===== src/sv/v3a_fifo.sv =====
// Small register queue with push/full and pop/empty sides.
`default_nettype none

module v3a_fifo #(
  parameter int unsigned WIDTH = 8,
  parameter int unsigned DEPTH = 4
) (
  input  wire logic             clk_i,
  input  wire logic             rst_ni,
  input  wire logic             push_i,
  input  wire logic [WIDTH-1:0] data_i,
  output logic                  full_o,
  input  wire logic             pop_i,
  output logic [WIDTH-1:0]      data_o,
  output logic                  empty_o
);

  localparam int unsigned AW = (DEPTH > 1) ? $clog2(DEPTH) : 1;
  localparam int unsigned CW = $clog2(DEPTH + 1);

  logic [WIDTH-1:0] mem_q [DEPTH];
  logic [AW-1:0]    wr_q, rd_q;
  logic [CW-1:0]    cnt_q;
  logic             do_push, do_pop;

  function automatic logic [AW-1:0] ptr_next(input logic [AW-1:0] p);
    return (p == AW'(DEPTH - 1)) ? '0 : p + AW'(1);
  endfunction

  assign full_o  = (cnt_q == CW'(DEPTH));
  assign empty_o = (cnt_q == '0);
  assign do_push = push_i && !full_o;
  assign do_pop  = pop_i && !empty_o;
  assign data_o  = mem_q[rd_q];

  always_ff @(posedge clk_i) begin
    if (do_push) begin
      mem_q[wr_q] <= data_i;
    end
  end

  always_ff @(posedge clk_i or negedge rst_ni) begin
    if (!rst_ni) begin
      wr_q  <= '0;
      rd_q  <= '0;
      cnt_q <= '0;
    end else begin
      if (do_push) begin
        wr_q <= ptr_next(wr_q);
      end
      if (do_pop) begin
        rd_q <= ptr_next(rd_q);
      end
      case ({do_push, do_pop})
        2'b10:   cnt_q <= cnt_q + CW'(1);
        2'b01:   cnt_q <= cnt_q - CW'(1);
        default: cnt_q <= cnt_q;
      endcase
    end
  end

endmodule

`default_nettype wire


===== config.mk =====
export PLATFORM = sky130hd
export DESIGN_NAME = v3a_fifo
export DESIGN_NICKNAME = d
export VERILOG_FILES = /design/src/sv/v3a_fifo.sv
export SDC_FILE = /design/constraint.sdc
export NUM_CORES = 1
export LEC_CHECK = 0
export ABC_AREA = 1
export BUFFER_PORTS_ARGS = -buffer_cell sky130_fd_sc_hd__buf_2
export CAP_MARGIN = 0
export CORE_MARGIN = 5
export CORE_UTILIZATION = 35
export CTS_BUF_LIST = sky130_fd_sc_hd__clkbuf_4 sky130_fd_sc_hd__clkbuf_8 sky130_fd_sc_hd__clkbuf_16
export CTS_CLUSTER_DIAMETER = 60
export DETAILED_ROUTE_END_ITERATION = 7
export HOLD_SLACK_MARGIN = 0.02
export PLACE_DENSITY_LB_ADDON = 0.12
export SLEW_MARGIN = 5
export SYNTH_ARGS = -nofsm -noshare
export SYNTH_HDL_FRONTEND = slang
export SYNTH_SLANG_ARGS = --single-unit

===== constraint.sdc =====
create_clock -name clk_i -period 1.5 [get_ports clk_i]
set_input_delay 0.15 -clock clk_i [delete_from_list [all_inputs] [get_ports clk_i]]
set_output_delay 0.15 -clock clk_i [all_outputs]
set_load 0.1 [all_outputs]

# After elaboration in Yosys (flattened, before gate mapping)
# Memories as Yosys holds them, arrays and structs flattened.
# Index checks and enable logic that the tools add are counted.
[word_totals]
mem_bits_rw = 32
out_inout_bits = 10
wordCells = 24
mem_count = 1
ff_bits = 7
[mem_list]
columns = ["memory", "depth", "word_bits", "read_ports", "rd_ports_with_merged_regs", "wr", "line_no", "source"]
rows = [
  ["mem_q", 4, 8, 1, 0, 1, "21", "logic [WIDTH-1:0] mem_q [DEPTH];"],
]
[classes]
eq_ne = 5
reduce_logical = 6
mux = 5
addsub = 4
[op_table]
columns = ["cell", "n"]
rows = [
  ["2-bit equality test (second input constant)", 3],
  ["3-bit one-hot mux with 2 select lines", 1],
  ["2-bit by 1-bit adder with 2-bit output (second input constant)", 2],
  ["2-bit 2-to-1 mux", 2],
  ["3-bit by 1-bit adder with 3-bit output (second input constant)", 1],
  ["3-bit equality test (second input constant)", 1],
  ["3-bit logical NOT", 1],
  ["3-bit by 1-bit subtractor with 3-bit output (second input constant)", 1],
  ["2-bit by 1-bit equality test with 1-bit output (second input constant)", 1],
  ["1-bit logical AND", 2],
  ["1-bit logical NOT", 2],
  ["1-bit 2-to-1 mux", 2],
  ["2-bit nonzero test", 1],
]

# Logic depth before layout (Yosys ltp)
[depth]
depth_word = 5
mapped_depth = 12

# Worst setup path before layout
# OpenSTA, ideal clock, no wires.
[synth_timing]
path_kind = "register to register"
start = "reg cnt_q[0]"
end = "reg cnt_q[2]"
required_time_ps = 1383
setup_ps = 117
slack_ps = -164
path_stages_with_launch = 11
path_buffers = 0
period_less_slack_ps = 1664
arrival_time_ps = 1547
cell_sequence = "dfrtp_1 -> inv_1 -> nand3_2 -> nand2_4 -> ha_1 -> inv_1 -> fa_1 -> nand2_1 -> nand3_1 -> nand2_1 -> nand2_1"
[synth_via]
elab_chain_cells = 5
[synth_rtl]
columns = ["item", "line_no", "source"]
rows = [
  ["from (decl)", "23", "logic [CW-1:0] cnt_q;"],
  ["from (signal assigned)", "55", "2'b10: cnt_q <= cnt_q + CW'(1);"],
  ["from (signal assigned)", "56", "2'b01: cnt_q <= cnt_q - CW'(1);"],
  ["from (signal assigned)", "57", "default: cnt_q <= cnt_q;"],
  ["3-bit equality test / 3-bit logical NOT (equally long branches)", "30, 31", ""],
  ["1-bit logical NOT, on equally long branches", "32, 33", ""],
  ["1-bit logical AND, on equally long branches", "32, 33", ""],
  ["2-bit by 1-bit equality test with 1-bit output / 2-bit equality test (equally long branches)", "54", "case ({do_push, do_pop})"],
  ["3-bit one-hot mux with 2 select lines / 2-bit nonzero test (equally long branches)", "-", ""],
]
# Several ways; a longest one is shown, not always the timed one.
# A chain may end at the register's enable or synchronous reset.

# Worst setup path after layout
[layout_timing]
start = "reg cnt_q[2]"
end = "reg cnt_q[2]"
[layout_via]
elab_chain_cells = 5
[layout_rtl]
columns = ["item", "line_no", "source"]
rows = [
  ["3-bit logical NOT *", "31", "assign empty_o = (cnt_q == '0);"],
  ["1-bit logical NOT *", "33", "assign do_pop = pop_i && !empty_o;"],
  ["1-bit logical AND *", "33", ""],
  ["net do_pop", "24", "logic do_push, do_pop;"],
  ["2-bit by 1-bit equality test with 1-bit output / 2-bit equality test (equally long branches)", "54", ""],
  ["3-bit one-hot mux with 2 select lines / 2-bit nonzero test (equally long branches)", "-", ""],
]
# Mark *: on every way through the listed nets, which the timed path passes. The rest lies on a longest branch.

==> results.cfg <==
[outcome]
status = finished, violations left
violations = setup timing

[floorplanning]
rows = 26
die_w_um = 81.2
start_util = 0.354
fp.dieH_um = 81.2
io_pins = 22
coreArea_sq_um = 5010
die_area_sq_um = 6590

[critical_path]
arrival_ns = 1.76
cpMostUsedCell = inv_2
slowest_delay_ns = 0.42
crit_chain = inv_2, nand3_4, nand2_2, inv_2, ha_4, inv_2, fa_2, inv_1, nand2_1, nand4_1, nand2_1
critPathCaptureType = register
cp_max_fo = 3
cp_data_required_time_ns = 1.68
reg2regPathDepth = 11
worst_path_max_delay_cell = dfrtp_1
start_kind = register
crit_type = register to register

[grt]
grt_max_degree = 36
overflow = 0
grt_usage = 0.112
antenna_found_initial = 0
grt_pass1_wl_um = 5330
grt_pass1_vias = 1089

[cells_and_area]
syn2layout_area_growth_pct = 34.1
insertedDiodeCount = 0
nFillCells = 473
nNetsFinal = 211
post-route-util = 0.475
seq_area_sq_um = 1140
drive_above_1_share = 0.347
multiInputGateArea_sq_um = 517

[detailed_routing]
routedWlPerCell_um = 12.5
drc = 0
drtAntennaViolNets = 0
routed_via_density = 4.33
drtPass1Iterations = 5
num_vias = 1140
routed_wl_um = 3300
drt-initial-drc-count = 29

[sta]
setup_viol = 2
slew_headroom = 0.863
hold_viol_final = 0
fin_skew_ns = 0.00234
min_period_over_period = 1.05
worstMarginPinSlew_ns = 0.205
finalMaxSlewViolations = 0
max_freq_ghz = 0.634
setup_slack_ns = -0.0775
fin_crit_ns = 1.58
grt_setup_unrepaired = yes

[logic_synthesis]
ys_top_cells_by_area = edfxtp_1 (54%), dfrtp_1 (9.9%), nand2_1 (8.0%)
synth-seq-cells = 39
synthCells = 154
synth_top_area_cell = edfxtp_1
synth_cell_type_count = 16
yosysSeqAreaShare = 0.640
synth_area_per_cell_sq_um = 11.5
syn-cell-area_sq_um = 1770
synth_top_area_share = 0.542
synth_warnings = 0
syn-num-nets = 173

[clock_network]
cts_root_buffer = clkbuf_8
h-tree-depth = 2
cts.sinks = 39
cts_buffers = 5
clk_pin_slew_ns = 0.07
cts_tree = done
clock_latency_ns = 0.29
cts_buffer_depth = 2

[min_path]
hp-class = input pin to register
hold_depth = 1

[placed_design]
dp_hpwl_um = 2230
io_buffers = 21
place_congestion = 0.777

[run]
drv_cap = 0
path summary, 6_finish.rpt:
kind	to	start	slack (ns)
max reg2reg	cnt_q[2]	cnt_q[2]	-0.08
min	mem_q[0][7]	data_i[7]	0.07
min reg2reg	cnt_q[1]	cnt_q[1]	0.51
max	cnt_q[2]	cnt_q[2]	-0.08
max in group asynchronous	rd_q[1]	rst_ni	1.11
min in group asynchronous	cnt_q[2]	rst_ni	0.23
state kept, by name, indices dropped and copies added, names as in the netlist:
register / count
cnt_q: 3
mem_q: 32
rd_q: 2
wr_q: 2
Yosys cell counts, drive strengths merged:
| cell type | n |
|---|---|
| nor2 | 6 |
| buf | 5 |
| inv | 32 |
| xnor2 | 1 |
| nand2 | 39 |
| o21ai | 1 |
| nand4 | 1 |
| fa | 1 |
| ha | 6 |
| dfrtp | 7 |
| o211ai | 16 |
| nand3 | 7 |
| edfxtp | 32 |
cells in the final DEF (no fill, tap or decap):
cell type,count
inv_1,24
nand3_4,2
o211ai_2,1
clkbuf_4,1
o21ai_1,1
xnor2_1,1
nor2_1,6
dlygate4sd3_1,1
inv_2,8
o211ai_1,15
ha_4,1
nand2_4,1
buf_12,11
clkbuf_8,5
buf_2,11
edfxtp_1,32
nand2_2,10
nand4_1,1
dfrtp_1,7
buf_4,13
bufinv_16,2
ha_1,5
nand3_1,5
nand2_1,28
fa_2,1
logic make-up after synthesis:
logic type / share of synthesized area
adder cells (fa/ha/maj): 0.0536
buffers and inverters: 0.0994
AO/OA/AOI/OAI: 0.0733
AND/OR/NAND/NOR: 0.128
flip-flops: 0.640
XOR/XNOR: 0.00494
metrics by stage:
| step | hold slack (ns) | setup WS [ns] | TNS, ns | cells | cell area [sq um] |
|---|---|---|---|---|---|
| final | 0.0697 | -0.0775 | -0.114 | 263 | 2380 |
| after global routing | 0.0590 | -0.188 | -0.701 | 263 | 2380 |
| after CTS | 0.0568 | -0.0678 | -0.135 | 262 | 2360 |
| after detailed placement | 0.00603 | -0.0688 | -0.126 | 252 | 2200 |
| after global placement | -0.00180 | -0.00140 | -0.00140 | 252 | 2200 |
| after floorplan | -0.146 | -0.0275 | -0.0491 | 154 | 1820 |
metal layers:
| layer | track usage | part of all wire |
|---|---|---|
| met1 | 0.137 | 0.42 |
| met2 | 0.183 | 0.52 |
| met3 | 0.0421 | 0.050 |
| met4 | 0.0355 | 0.011 |
| met5 | 0 | 0 |
cell type report:
cell class	instances	area share
multi-input cells	78	0.217
clock inverters	2	0.0252
well taps	70	0.0368
flip-flops and latches	39	0.477
clock buffers	6	0.0321
repair buffers	36	0.161
inverters	32	0.0505
critical path: cells and delay by family (launching register included):
| kind | cells | cell delay [ns] |
|---|---|---|
| adders and majority gates | 2 | 0.47 |
| buffers and inverters | 4 | 0.24 |
| DFF | 1 | 0.42 |
| and+or+nand+nor | 5 | 0.32 |
timing repair:
item / CTS / global route
endpoints found under the setup margin: 10 / 12
pin swaps: 10 / 2
gates resized for setup: 4 / 4
hold buffers: 1 / 0
buffers inserted: 1 / 1
endpoints found under the hold margin: 7 / 0
Power is left out: the tool's default activity adds up to more than one toggle a clock period on the data nets, which glitch-free logic cannot reach.
