[src/sv/v3a_pkg.sv]
// Shared types, constants and codes for the three-component vector ALU.
`default_nettype none

package v3a_pkg;

  localparam int unsigned FRAC_BITS = 16;
  localparam int unsigned WORD_BITS = 32;
  localparam int unsigned DATA_W    = 32;
  localparam int unsigned PROD_W    = 2 * DATA_W;
  localparam int unsigned ACC_W     = PROD_W + 2;
  localparam int unsigned NUM_W     = PROD_W + DATA_W;

  // Largest positive result: the signed word range, capped at the field range
  localparam logic [63:0] SAT_HI_L = (WORD_BITS >= DATA_W) ? 64'h7FFF_FFFF :
                                     ((64'd1 << (WORD_BITS - 1)) - 64'd1);
  localparam logic signed [ACC_W-1:0] SAT_HI_A = ACC_W'(SAT_HI_L);
  localparam logic signed [ACC_W-1:0] SAT_LO_A = -SAT_HI_A - ACC_W'(1);
  localparam logic [NUM_W-1:0]        SAT_HI_N = NUM_W'(SAT_HI_L);
  localparam logic [NUM_W-1:0]        SAT_LO_N = SAT_HI_N + NUM_W'(1);

  typedef enum logic [3:0] {
    CMD_ADD   = 4'd0,
    CMD_SUB   = 4'd1,
    CMD_ADDS  = 4'd2,
    CMD_SUBS  = 4'd3,
    CMD_SCALE = 4'd4,
    CMD_DOT   = 4'd5,
    CMD_CROSS = 4'd6,
    CMD_MAG   = 4'd7,
    CMD_PROJ  = 4'd8,
    CMD_NORM  = 4'd9
  } cmd_e;

  typedef enum logic [1:0] {
    ST_OK   = 2'd0,
    ST_SAT  = 2'd1,
    ST_ZDIV = 2'd2
  } status_e;

  typedef struct packed {
    cmd_e                     op;
    logic                     iter;
    logic                     a_zero;
    logic                     b_zero;
    logic signed [DATA_W-1:0] ax;
    logic signed [DATA_W-1:0] ay;
    logic signed [DATA_W-1:0] az;
    logic signed [DATA_W-1:0] bx;
    logic signed [DATA_W-1:0] by;
    logic signed [DATA_W-1:0] bz;
    logic signed [DATA_W-1:0] sc;
  } item_t;

  typedef struct packed {
    logic signed [DATA_W-1:0] rx;
    logic signed [DATA_W-1:0] ry;
    logic signed [DATA_W-1:0] rz;
    logic signed [DATA_W-1:0] sc;
    status_e                  status;
  } res_t;

endpackage

`default_nettype wire

[src/sv/v3a_front.sv]
// Front end: takes input transfers, decodes and classifies them for the back end.
`default_nettype none

module v3a_front (
  input  wire logic                          clk_i,
  input  wire logic                          rst_ni,
  input  wire logic                          push_i,
  input  wire logic [3:0]                    cmd_i,
  input  wire logic signed [v3a_pkg::DATA_W-1:0] ax_i,
  input  wire logic signed [v3a_pkg::DATA_W-1:0] ay_i,
  input  wire logic signed [v3a_pkg::DATA_W-1:0] az_i,
  input  wire logic signed [v3a_pkg::DATA_W-1:0] bx_i,
  input  wire logic signed [v3a_pkg::DATA_W-1:0] by_i,
  input  wire logic signed [v3a_pkg::DATA_W-1:0] bz_i,
  input  wire logic signed [v3a_pkg::DATA_W-1:0] sc_i,
  output logic                               full_o,
  output logic                               q_push_o,
  output v3a_pkg::item_t                     q_item_o,
  input  wire logic                          q_full_i
);

  import v3a_pkg::*;

  logic  valid_q, valid_d;
  item_t item_q, item_d;
  logic  accept, fwd;

  assign fwd      = valid_q && !q_full_i;
  assign full_o   = valid_q && q_full_i;
  assign accept   = push_i && !full_o;
  assign q_push_o = fwd;
  assign q_item_o = item_q;
  assign valid_d  = accept || (valid_q && !fwd);

  always_comb begin
    item_d.op     = cmd_e'(cmd_i);
    item_d.iter   = (cmd_i == CMD_MAG) || (cmd_i == CMD_PROJ) || (cmd_i == CMD_NORM);
    item_d.a_zero = ((ax_i | ay_i | az_i) == '0);
    item_d.b_zero = ((bx_i | by_i | bz_i) == '0);
    item_d.ax     = ax_i;
    item_d.ay     = ay_i;
    item_d.az     = az_i;
    item_d.bx     = bx_i;
    item_d.by     = by_i;
    item_d.bz     = bz_i;
    item_d.sc     = sc_i;
  end

  always_ff @(posedge clk_i) begin
    if (accept) begin
      item_q <= item_d;
    end
  end

  always_ff @(posedge clk_i or negedge rst_ni) begin
    if (!rst_ni) begin
      valid_q <= 1'b0;
    end else begin
      valid_q <= valid_d;
    end
  end

endmodule

`default_nettype wire

[config.mk]
export PLATFORM = sky130hd
export DESIGN_NAME = v3a_front
export DESIGN_NICKNAME = d
export VERILOG_FILES = /design/src/sv/v3a_pkg.sv /design/src/sv/v3a_front.sv
export SDC_FILE = /design/constraint.sdc
export NUM_CORES = 1
export LEC_CHECK = 0
export BUFFER_PORTS_ARGS = -buffer_cell sky130_fd_sc_hd__buf_2
export CAP_MARGIN = 25
export CELL_PAD_IN_SITES_DETAIL_PLACEMENT = 0
export CELL_PAD_IN_SITES_GLOBAL_PLACEMENT = 1
export CORE_AREA = 2 2 180 182
export CTS_CLUSTER_SIZE = 10
export DETAILED_ROUTE_END_ITERATION = 16
export DIE_AREA = 0 0 182 184
export PLACE_DENSITY_LB_ADDON = 0.1
export SLEW_MARGIN = 25
export SYNTH_ARGS = -nofsm -noshare
export SYNTH_HDL_FRONTEND = slang
export SYNTH_SLANG_ARGS = --single-unit
[constraint.sdc]
create_clock -name clk_i -period 20.7 [get_ports clk_i]
set_clock_uncertainty 0.1 [all_clocks]
set_input_delay 1.035 -clock clk_i [delete_from_list [all_inputs] [get_ports clk_i]]
set_output_delay 1.035 -clock clk_i [all_outputs]
set_load 0.005 [all_outputs]
; Yosys cells after proc, flatten, opt, wreduce, memory -nomap -nowiden
; Cells that the tools add are included.
; Widths: inputs -> output; s select.
[op_classes]
eq_ne = 3
n_bitwise = 4
reduce_logical = 12
[ops]
columns = operator, n
row1 = $or 32x32->32, 4
row2 = $logic_not 32->1, 2
row3 = $eq 4x4->1 const B, 2
row4 = $eq 4x3->1 const B, 1
row5 = $logic_and 1x1->1, 4
row6 = $logic_not 1->1, 3
row7 = $logic_or 1x1->1, 3
[word_totals]
regBits = 232
in_bits = 232
word_cells = 31

; Depth between registers and ports, before layout
[logic_depth]
ltp_word = 5
mapped_depth = 4
depth_no_buf = 4

; Least setup slack after synthesis
; OpenSTA, ideal clock, no wires.
[synth_timing]
path_type = input port to flip-flop
start = input port q_full_i
end = register item_q, in the netlist q_item_o[0], enable pin
t_arrival_ns = 11.416
required_time_ns = 19.745
slack_ns = 8.329
path_stages = 2
path_buffers = 0
path_cell_list = and2_1 > nor2b_1
[synth_between]
elab_chain_cells = 3
[synth_lines]
columns = element, line_no
row1 = start: declaration, v3a_front.sv:19  ; input wire logic q_full_i
row2 = $logic_and 1x1->1, v3a_front.sv:29  ; assign full_o = valid_q && q_full_i;
row3 = $logic_not 1->1, v3a_front.sv:30  ; assign accept = push_i && !full_o;
row4 = $logic_and 1x1->1, v3a_front.sv:30
row5 = named net accept, v3a_front.sv:26  ; logic accept, fwd;
row6 = end signal: assignment, v3a_front.sv:51  ; item_q <= item_d;
row7 = end: declaration, v3a_front.sv:25  ; item_t item_q, item_d;
; The timed path passes the listed nets, and every way through them passes these cells.
; A chain may end at the register's enable or synchronous reset.

; Final worst setup path
[layout_timing]
start = input port q_full_i
end = register item_q, in the netlist q_item_o[172], enable pin
; Same word-level chain as after synthesis.

==> flow_summary.toml <==
[global_routing]
antenna_found_initial = 8
grt_pass1_wl_um = 33700
grt_overflow = 0
grtUsageTotal = 0.136
grt_max_degree = 77
grt_pass1_vias = 5533

[placed_design]
post-dp-hpwl_um = 19300
dpl.cell_count = 1172
port_buffers = 464
gp_congestion = 0.853

[worst_hold_path]
hp-class = "in -> async"

[power_and_ir_drop]
peakVddDrop_v = 0.0000612
power_w = 0.00107
p_leak_nw = 4.50
power_density_nw_per_um2 = 96.0

[routing]
final_antenna_net_count = 0
drtIter0Drc = 140
vias_per_cell = 4.17
vias = 5103
post-route-drc-count = 0
wirelength_um = 24300
drt-pass1-iter-count = 4
wl_per_cell_um = 19.9

[floorplan]
die-area_um2 = 33500
die_h_um = 184
io_pins = 465
die_width_um = 182
core_area_um2 = 31400
num_rows = 65
initial_utilization = 0.237

[setup_path]
crit-reg2reg-capture = "q_item_o[172]"
rr_startpoint = "valid_q"
r2r_cells = 5
cp-end-kind = "flop"
path_class = "in -> reg"
required_ns = 20.74
cp_max_fo = 67
start_kind = "input port"
r2r_slack_ns = 17.55
arrival_ns = 3.45

[synth]
synth_nets = 535
synth_top_family_by_area = "simple AND/OR/NAND/NOR gates"
synth_mux_area_frac = 0
synth_cell_type_count = 13
synth_simple_gate_area_share = 0.0623
syn_avg_cell_area_um2 = 24.5
synth_compound_area_frac = 0.000674
synth_xor_area_frac = 0
syn_area_um2 = 7430
yosysSeqAreaShare = 0.937
syn_inst = 303
synth_adder_area_share = 0
ys_warn_count = 0
ys_ff_latch = 232

[layout]
layout-drive-gt1-share = 0.622
multi_input_area_um2 = 475
syn_to_final_growth_pct = 49.9
stdcell_count = 1223
layout_common_cells = "buf_2, edfxtp_1, nor4_1"
final_common_cell = "buf_2"
fillCellCount = 3113
layout.nets = 1034
seq_area_um2 = 6960

[clocking]
cts_buffers = 29
clock_sinks = 232
h-tree-depth = 1
cts_tree = "built"
insertion_delay_ns = 0.52
post_cts_buffers = 0
cts_resized = 0
clk_pin_slew_ns = 0.05
cts_buffer_depth = 3
root_buffer = "clkbuf_16"
ctsHoldBuffers = 0

[sta]
finalCriticalPeriod_ns = 3.40
tns_ns = 0
clock.fmax_mhz = 294
rsz0062_at_grt = "false"
tightest_slew_ns = 0.978
drv_slew = 0
relSlewSlack = 0.348
hold_viol = 0
period_share = 0.164
finalSetupViolations = 0

[flow_run]
cap_violations = 0

[status]
status = "complete, no violations"
[logic make-up (layout without fill, tap and decap cells)]
| kind of cell | count (synthesis) | in the layout |
|---|---|---|
| AO/OA/AOI/OAI | 1 | 1 |
| AND/OR/NAND/NOR | 70 | 70 |
| other | 0 | 7 |
| flip-flops | 232 | 232 |
| buffers and inverters | 0 | 511 |
[layer usage]
layer | global-route usage | vias to the layer above | part of all wire
li1 | - | 2315 | -
met1 | 0.129 | 2446 | 0.33
met2 | 0.255 | 285 | 0.53
met3 | 0.0578 | 55 | 0.10
met4 | 0.0545 | 2 | 0.035
met5 | 0 | - | 0.00054
[report_power, final]
part | internal [W] | switching, W | total (W)
combinational | 0.0000335 | 0.0000416 | 0.0000750
sequential | 0.000549 | 0.00000588 | 0.000555
clock | 0.000263 | 0.000177 | 0.000440
total | 0.000845 | 0.000224 | 0.00107
[synthesized netlist by cell type]
| cell type | count | area share |
|---|---|---|
| nand4b_1 | 1 | 0.0012 |
| or2_2 | 1 | 0.00084 |
| dfrtp_1 | 1 | 0.0034 |
| nor4_2 | 2 | 0.0034 |
| nor3_2 | 2 | 0.0027 |
| or4_1 | 2 | 0.0020 |
| nor2b_1 | 2 | 0.0017 |
| edfxtp_1 | 231 | 0.93 |
| nand2b_1 | 1 | 0.00084 |
| and2_1 | 1 | 0.00084 |
| o21ai_0 | 1 | 0.00067 |
| nand4_1 | 12 | 0.010 |
| nor4_1 | 46 | 0.039 |
[worst max path at each step]
stage / cells past startpoint / slack (ns) / from / to
global placement: 5 / 16.58 / q_full_i / q_item_o[12]
global route: 6 / 17.07 / q_full_i / q_item_o[139]
detailed placement: 5 / 16.46 / q_full_i / q_item_o[12]
finish: 6 / 17.30 / q_full_i / q_item_o[172]
floorplan: 2 / 8.33 / q_full_i / q_item_o[0]
CTS: 5 / 17.03 / q_full_i / q_item_o[139]
[registers in the layout, summed over array words and instances, names as in the netlist]
signal and count:
valid_q 1, q_item_o 231
[cell type report]
type | instances | share of cell area
Sequential cell | 232 | 0.625
Timing Repair Buffer | 468 | 0.213
Tap cell | 402 | 0.0452
Multi-Input combinational cell | 71 | 0.0427
Clock inverter | 8 | 0.00550
Clock buffer | 35 | 0.0672
Antenna cell | 7 | 0.00157
[worst max-delay path, stage by stage]
cell and delay [ns]:
buf_2 0.10, and2_1 0.18, nor2b_4 0.45, buf_16 0.23, buf_4 0.57, buf_4 0.78
[stage by stage]
stage / setup slack, ns / instance area, um^2 / utilization / hold WS (ns)
5_1_grt: 17.07 / 11100 / 0.355 / 0.144
3_3_place_gp: 16.58 / 10300 / 0.328 / 0.560
2_1_floorplan: 8.33 / 7430 / - / 0.502
3_5_place_dp: 16.46 / 10300 / 0.328 / 0.572
6_report: 17.30 / 11100 / 0.355 / 0.173
4_1_cts: 17.03 / 11100 / 0.353 / 0.137
(Power assumes the default switching activity.)
